### config.mk
export PLATFORM = sky130hd
export DESIGN_NAME = mjs_ctrl
export DESIGN_NICKNAME = d
export VERILOG_FILES = /design/src/hw/rtl/mjs_pkg.sv /design/src/hw/rtl/mjs_ctrl.sv
export SDC_FILE = /design/constraint.sdc
export NUM_CORES = 1
export LEC_CHECK = 0
export ABC_AREA = 1
export BUFFER_PORTS_ARGS = -buffer_cell sky130_fd_sc_hd__buf_4
export CAP_MARGIN = 40
export CORE_MARGIN = 2
export CORE_UTILIZATION = 45
export CTS_CLUSTER_SIZE = 24
export DETAILED_ROUTE_END_ITERATION = 6
export PLACE_DENSITY = 0.72
export SETUP_SLACK_MARGIN = 0.05
export SLEW_MARGIN = 5
export SYNTH_ARGS = -nofsm -noshare
export SYNTH_HDL_FRONTEND = slang
export SYNTH_SLANG_ARGS = --single-unit
### constraint.sdc
create_clock -name clk -period 2.37 [get_ports clk]
set_input_delay 0.3555 -clock clk [delete_from_list [all_inputs] [get_ports clk]]
set_output_delay 0.3555 -clock clk [all_outputs]
set_load 0.01 [all_outputs]
### src/hw/rtl/mjs_pkg.sv
// Shared types, codes and the job ordering function for the multicore job scheduler.
// No dependencies; used by mjs_ctrl, mjs_datapath and multicore_job_scheduler_core.
package mjs_pkg;

  localparam int MAX_CORES_DEF   = 8;
  localparam int QUEUE_DEPTH_DEF = 64;
  localparam logic [24:0] NO_START = 25'h1000000;
  localparam logic [39:0] MAX40    = 40'hFF_FFFF_FFFF;

  localparam logic [2:0] SCH_FCFS = 3'd0;
  localparam logic [2:0] SCH_SJF  = 3'd1;
  localparam logic [2:0] SCH_PSJF = 3'd2;
  localparam logic [2:0] SCH_PRI  = 3'd3;
  localparam logic [2:0] SCH_PPRI = 3'd4;
  localparam logic [2:0] SCH_RR   = 3'd5;

  localparam logic [1:0] ACT_ARRIVE = 2'd0;
  localparam logic [1:0] ACT_FINISH = 2'd1;
  localparam logic [1:0] ACT_EXPIRE = 2'd2;

  localparam logic [1:0] KIND_NONE = 2'd0;
  localparam logic [1:0] KIND_CORE = 2'd1;
  localparam logic [1:0] KIND_JOB  = 2'd2;

  localparam logic CFG_SCHEME = 1'b0;
  localparam logic CFG_CORES  = 1'b1;

  typedef struct packed {
    logic [15:0] num;
    logic [23:0] arr;
    logic [24:0] start;
    logic [23:0] len;
    logic [24:0] rem;
    logic [15:0] pri;
  } slot_t;

  typedef enum logic [4:0] {
    OP_NONE, OP_LATCH, OP_ADV, OP_PLACE_IDLE, OP_PREEMPT, OP_SET_INS_NEW,
    OP_FINISH, OP_HEAD_RD, OP_DISPATCH, OP_REPLY_CUR, OP_EXP_SWAP,
    OP_SCAN_INIT, OP_SCAN_RD, OP_SCAN_NEXT, OP_SHIFT_INIT, OP_SHIFT_RD,
    OP_SHIFT_WR, OP_INS_WR, OP_OUT
  } dp_op_t;

  typedef enum logic [3:0] {
    ST_IDLE, ST_ADV, ST_DECIDE, ST_HEAD_RD, ST_HEAD_USE, ST_SCAN_INIT,
    ST_SCAN_RD, ST_SCAN_CMP, ST_SHIFT_INIT, ST_SHIFT_RD, ST_SHIFT_WR, ST_FIN
  } state_t;

  typedef struct packed {
    logic [1:0] act;
    logic       ci_ok;
    logic       busy_ci;
    logic       idle_found;
    logic       victim_found;
    logic       preemptive;
    logic       q_nonzero;
    logic       q_full;
    logic       adv_last;
    logic       scan_done;
    logic       scan_hit;
    logic       shift_done;
    logic       exp_keep;
  } dp_status_t;

  // true when a strictly precedes b
  function automatic logic before_f(logic [2:0] sch, slot_t a, slot_t b);
    logic lt;
    logic gt;
    lt = 1'b0;
    gt = 1'b0;
    if (sch == SCH_RR || a.num == b.num) return 1'b0;
    if (sch == SCH_SJF || sch == SCH_PSJF) begin
      lt = a.rem < b.rem;
      gt = a.rem > b.rem;
    end else if (sch == SCH_PRI || sch == SCH_PPRI) begin
      lt = a.pri < b.pri;
      gt = a.pri > b.pri;
    end
    if (lt) return 1'b1;
    if (gt) return 1'b0;
    return a.arr < b.arr;
  endfunction

endpackage

### src/hw/rtl/mjs_ctrl.sv
// Controller state machine of the multicore job scheduler.
// Depends on mjs_pkg; drives mjs_datapath through dp_op_t commands.
module mjs_ctrl (
  input  logic                clk,
  input  logic                rst,
  input  logic                s_tvalid,
  output logic                s_tready,
  output logic                m_tvalid,
  input  logic                m_tready,
  input  mjs_pkg::dp_status_t st,
  output mjs_pkg::dp_op_t     op
);
  import mjs_pkg::*;

  state_t state, state_next;
  logic   out_free;

  assign out_free = !m_tvalid || m_tready;
  assign s_tready = (state == ST_IDLE);

  always_ff @(posedge clk) begin
    if (rst) begin
      state    <= ST_IDLE;
      m_tvalid <= 1'b0;
    end else begin
      state <= state_next;
      if (state == ST_FIN && out_free) m_tvalid <= 1'b1;
      else if (m_tready) m_tvalid <= 1'b0;
    end
  end

  always_comb begin
    state_next = state;
    unique case (state)
      ST_IDLE:       if (s_tvalid) state_next = ST_ADV;
      ST_ADV:        if (st.adv_last) state_next = ST_DECIDE;
      ST_DECIDE: begin
        state_next = ST_FIN;
        if (st.act == ACT_ARRIVE) begin
          if (!st.idle_found && !st.q_full) state_next = ST_SCAN_INIT;
        end else if ((st.act == ACT_FINISH || st.act == ACT_EXPIRE) && st.ci_ok) begin
          if (st.q_nonzero) state_next = ST_HEAD_RD;
        end
      end
      ST_HEAD_RD:    state_next = ST_HEAD_USE;
      ST_HEAD_USE:   state_next = (st.busy_ci && !st.exp_keep) ? ST_SCAN_INIT : ST_FIN;
      ST_SCAN_INIT:  state_next = ST_SCAN_RD;
      ST_SCAN_RD:    state_next = st.scan_done ? ST_SHIFT_INIT : ST_SCAN_CMP;
      ST_SCAN_CMP:   state_next = st.scan_hit ? ST_SHIFT_INIT : ST_SCAN_RD;
      ST_SHIFT_INIT: state_next = ST_SHIFT_RD;
      ST_SHIFT_RD:   state_next = st.shift_done ? ST_FIN : ST_SHIFT_WR;
      ST_SHIFT_WR:   state_next = ST_SHIFT_RD;
      ST_FIN:        if (out_free) state_next = ST_IDLE;
      default:       state_next = ST_IDLE;
    endcase
  end

  always_comb begin
    op = OP_NONE;
    unique case (state)
      ST_IDLE: if (s_tvalid) op = OP_LATCH;
      ST_ADV:  op = OP_ADV;
      ST_DECIDE: begin
        if (st.act == ACT_ARRIVE) begin
          if (st.idle_found) op = OP_PLACE_IDLE;
          else if (!st.q_full && st.preemptive && st.victim_found) op = OP_PREEMPT;
          else if (!st.q_full) op = OP_SET_INS_NEW;
        end else if (st.act == ACT_FINISH && st.ci_ok) begin
          op = OP_FINISH;
        end else if (st.act == ACT_EXPIRE && st.ci_ok) begin
          if (st.busy_ci && !st.q_nonzero) op = OP_REPLY_CUR;
        end
      end
      ST_HEAD_RD: op = OP_HEAD_RD;
      ST_HEAD_USE: begin
        if (!st.busy_ci) op = OP_DISPATCH;
        else if (st.exp_keep) op = OP_REPLY_CUR;
        else op = OP_EXP_SWAP;
      end
      ST_SCAN_INIT:  op = OP_SCAN_INIT;
      ST_SCAN_RD:    if (!st.scan_done) op = OP_SCAN_RD;
      ST_SCAN_CMP:   if (!st.scan_hit) op = OP_SCAN_NEXT;
      ST_SHIFT_INIT: op = OP_SHIFT_INIT;
      ST_SHIFT_RD:   op = st.shift_done ? OP_INS_WR : OP_SHIFT_RD;
      ST_SHIFT_WR:   op = OP_SHIFT_WR;
      ST_FIN:        if (out_free) op = OP_OUT;
      default:       op = OP_NONE;
    endcase
  end

endmodule

# [Word-level counts from Yosys, hierarchy flattened]
# Index checks and enable logic that the tools add are counted.
[totals] reg_bits=5 inputBits=18 out_inout_bits=7 word_cells=68
[classes] n_eq_ne=16 mux=29 n_reduce_logical=21
[ops] op="$mux W4" count=15
[ops] op="$pmux W5 S12" count=1
[ops] op="$pmux W4 S11" count=1
[ops] op="$eq A4 B3 Y1 const B" count=4
[ops] op="$eq A4 B4 Y1 const B" count=4
[ops] op="$mux W5" count=3
[ops] op="$logic_and A1 B1 Y1" count=9
[ops] op="$mux W3" count=3
[ops] op="$eq A4 B2 Y1 const B" count=2
[ops] op="$ne A2 B2 Y1 const B" count=3
[ops] op="$logic_not A1 Y1" count=5
[ops] op="$eq A4 B1 Y1 const B" count=1
[ops] op="$logic_not A4 Y1" count=1
[ops] op="$mux W1" count=4
[ops] op="$mux W2" count=2
[ops] op="$reduce_and A3 Y1" count=1
[ops] op="$eq A2 B1 Y1 const B" count=1
[ops] op="$eq A2 B2 Y1 const B" count=1
[ops] op="$logic_not A2 Y1" count=1
[ops] op="$logic_or A1 B1 Y1" count=2
[ops] op="$reduce_bool A2 Y1" count=1
[ops] op="$reduce_or A2 Y1" count=1

# [Longest topological paths before layout]
[depth] ltp_word=7 mapped_depth=9 depth_no_buf=9

# [Least setup slack after synthesis]
# Ideal clock, no wire load.
[synth_path] path_kind="input to output" start="input st[12] (netlist name)" end="output op[0]" arrival_time_ns=1.152 required_ns=2.014 slack_ns=0.862 path_stages=6 n_path_buf=0 cell_sequence="inv_1 > ha_1 > nand2_1 > or2_2 > nand3_1 > nand4_1"
[synth_between] elab_chain_len=6 word_cells_on_any_way=9 cone_classes="2 x eq/ne; 4 x mux; 3 x reduce/logical"
[synth_lines] item="from (decl)" line="mjs_ctrl.sv:10" rtl="input mjs_pkg::dp_status_t st,"
[synth_lines] item="$eq A2 B2 Y1" line="mjs_ctrl.sv:70" rtl="end else if (st.act == ACT_EXPIRE && st.ci_ok) begin"
[synth_lines] item="$logic_and A1 B1 Y1" line="mjs_ctrl.sv:70"
[synth_lines] item="$mux W4" line="mjs_ctrl.sv:70"
[synth_lines] item="$mux W4" line="mjs_ctrl.sv:68" rtl="end else if (st.act == ACT_FINISH && st.ci_ok) begin"
[synth_lines] item="$mux W5 *" line="mjs_ctrl.sv:64" rtl="if (st.act == ACT_ARRIVE) begin"
[synth_lines] item="$pmux W5 S12 *" line="mjs_ctrl.sv:60" rtl="unique case (state)"
[synth_lines] item="to (decl)" line="mjs_ctrl.sv:11" rtl="output mjs_pkg::dp_op_t op"
# Every way passes the cells marked *; elsewhere a longest branch is shown, timed or not.

# [Worst setup path in the final report]
[layout_path] start="register state[3]" end="output op[3]"
[layout_between] elab_chain_len=2 word_cells_on_any_way=13 cone_classes="11 x eq/ne; 1 x mux; 1 x reduce/logical"
[layout_lines] item="from (decl)" line="mjs_ctrl.sv:15" rtl="state_t state, state_next;"
[layout_lines] item="from (signal assigned)" line="mjs_ctrl.sv:26" rtl="state <= state_next;"
[layout_lines] item="$eq A4 B4 Y1, or another cell as far along" line="mjs_ctrl.sv:60"
[layout_lines] item="$pmux W5 S12 *" line="mjs_ctrl.sv:60"
# Marks and branches as above.

==> metrics <==
distinct cell type count after synthesis 16; number of primary I/O pins 25; Setup crit end kind output port; Cells after Synth 116; fraction of registers with async set/reset 0; status finished clean; Die ar. ~1700 sq um; Post-Syn Nets 137; Arr. time, crit path 1600 ps; final hold violation count 0; CTS tree done; Seq cells post-synth 5; Layout Cells excl Fill 159; Initial Utilization 0.471; Overall Global Routing Usage 0.248; clock buffer count from CTS 3; Synth Flop Type dfxtp_1; setup bufs post-CTS 0; crit share post-route 0.824; Max-Cap Viols 0; top cells by count, synth nand2_1 (31), nor2_1 (22), inv_1 (20), nand3_1 (11), dfxtp_1 (5); top cells by area, synth nand2_1 (19%), dfxtp_1 (17%), nor2_1 (14%); buffer depth of the longest clock path 2; Max Fanout on Critical Path 7; Vias/cell 5.01; Tmin final 1950 ps; detailed placement HPWL 1.48 mm; initial antenna violation count 0; die width 40.7 um; HP Class primary input to flip-flop; Final Setup Violations 0; multi-input logic area 419 sq um; Filler cells 133; Final Net Count 166; Startpoint Class flip-flop; Post-DRT Antenna Nets 0; DRT iter0 DRCs 24; Die H 40.7 um; Peak VDD IR 0.353 mV; Seq. cell area 100 sq um; post-synth top area cell nand2_1; fraction of layout cells with a size suffix above 1 0.250; Post-CTS Hold Buffers 0; Avg Cell Area, Syn roughly 5.2 sq um; Resize count post-CTS 0; Final Skew between 8 and 9 ps; RSZ-0062 raised after global routing no; CTS clk-pin slew, worst paths 50 ps; Slew HR 0.825; drt total wl 1.74 mm; H-Tree Depth 1; Layout area overhead 37.4%; Critical path buffers and inverters 2; WL/cell 11.0 um; gr ovfl total 0; Worst path top cell family by delay simple AND/OR/NAND/NOR gates; Core ar. approximately 1300 sq um; pwr/cell area between 600 and 700 nW/um^2; Mapped Area 606 sq um; Yosys top cell area share 0.192; Yosys warning count 0; setup TNS 0 ps; Clock Sinks 5; number of I/O port buffers 24; WP data required 2010 ps; crit path cell chain inv_2 -> nand2_1 -> nor2_1 -> nand2_1 -> nand2_2 -> nor2_1 -> o221ai_1 -> buf_4; Slew Viols, Final 0; Max Clk Rate 512 MHz; root buffer cell clkbuf_4; Pleak slightly below 0.5 nW; sequential area share after synthesis 0.165; Pre-antenna DRT Iters 4; Cells after DPL ~160; largest net degree at the start of global routing 8; GPL Wtd Cong 0.864; DR vias 796; Row Count 13; slowest cell on the critical path dfxtp_1; first-pass GRT wire length 2.65 mm; Worst Max-Slew Pin Slew 263 ps; most numerous cell in the Yosys netlist nand2_1; vias in the first global route roughly 680; Crit Path Class flip-flop to output port; CP max stage delay 460 ps; # DRC 0; EDFF count, synth 0; diode count 0; clk_lat worst skew between 200 and 300 ps
-- registers in the layout (all words and copies together) (netlist names) --
name	cells
m_tvalid	1
state	4
-- path summary, 6_finish.rpt --
check / start / endpoint / slack, ps / cells after the start
worst min register to register: m_tvalid / m_tvalid / 600 / 4
worst min-delay path: rst / state[1] / 290 / 2
worst max register to register: state[3] / state[0] / 1070 / 7
worst max-delay path: state[3] / op[3] / 420 / 8
-- report_power, final --
part	switching, mW	leakage [nW]	total [mW]	internal, mW
registers	0.0236	0.0408	0.121	0.0976
logic	0.159	0.423	0.282	0.123
clock network	0.0440	0.0177	0.106	0.0616
total	0.227	0.481	0.509	0.282
-- worst register-to-register path: stages, from the launching register on --
cell     delay (ps)
dfxtp_1         460
nand2_1         140
nor2_1          160
nand2_2         100
nand2_1          90
nor2_1           60
a21oi_1         130
nor2_1           50
-- placed cells by master (no fill, tap or decap) --
cell type / count
o21ai_0: 4
inv_1: 20
nor2_1: 22
nand2_2: 3
nand4_1: 4
nand2_1: 31
ha_1: 3
dfxtp_1: 5
clkinv_2: 1
clkbuf_4: 3
a31oi_1: 2
inv_2: 3
nand3_1: 11
buf_4: 24
a21oi_2: 1
o221ai_1: 1
or2_2: 1
o211ai_1: 1
a21oi_1: 4
-- through the flow --
stage / hold WS (ps) / utilization / cell area (sq um) / total power, mW / setup WS, ps
2_1_floorplan: 418 / - / 606 / 0.286 / 862
6_report: 288 / 0.648 / 832 / 0.509 / 417
3_5_place_dp: 555 / 0.626 / 805 / 0.403 / 592
5_1_grt: 282 / 0.648 / 832 / 0.553 / 313
3_3_place_gp: 548 / 0.626 / 805 / 0.402 / 613
4_1_cts: 279 / 0.648 / 832 / 0.512 / 429
-- final cells by class --
| cell class | count | share of cell area |
|---|---|---|
| well taps | 15 | 0.0226 |
| inverters | 23 | 0.104 |
| clock inverters | 1 | 0.00602 |
| multi-input cells | 88 | 0.504 |
| repair buffers | 24 | 0.217 |
| flip-flops and latches | 5 | 0.120 |
| clock buffers | 3 | 0.0271 |
-- cells by family after synthesis --
logic type	Yosys count	synth area share
fa+ha+maj	3	0.0620
buf+inv	23	0.143
simple gates	72	0.502
compound gates	13	0.128
flops	5	0.165
-- routing by layer --
layer | wire [um] | GRT usage | vias to the layer above
li1 | - | - | 423
met1 | 779 | 0.275 | 345
met2 | 869 | 0.456 | 26
met3 | 84 | 0.0489 | 2
met4 | 9 | 0.100 | 0
met5 | 0 | 0 | -
No activity file was read; power rests on OpenSTA's default activity.
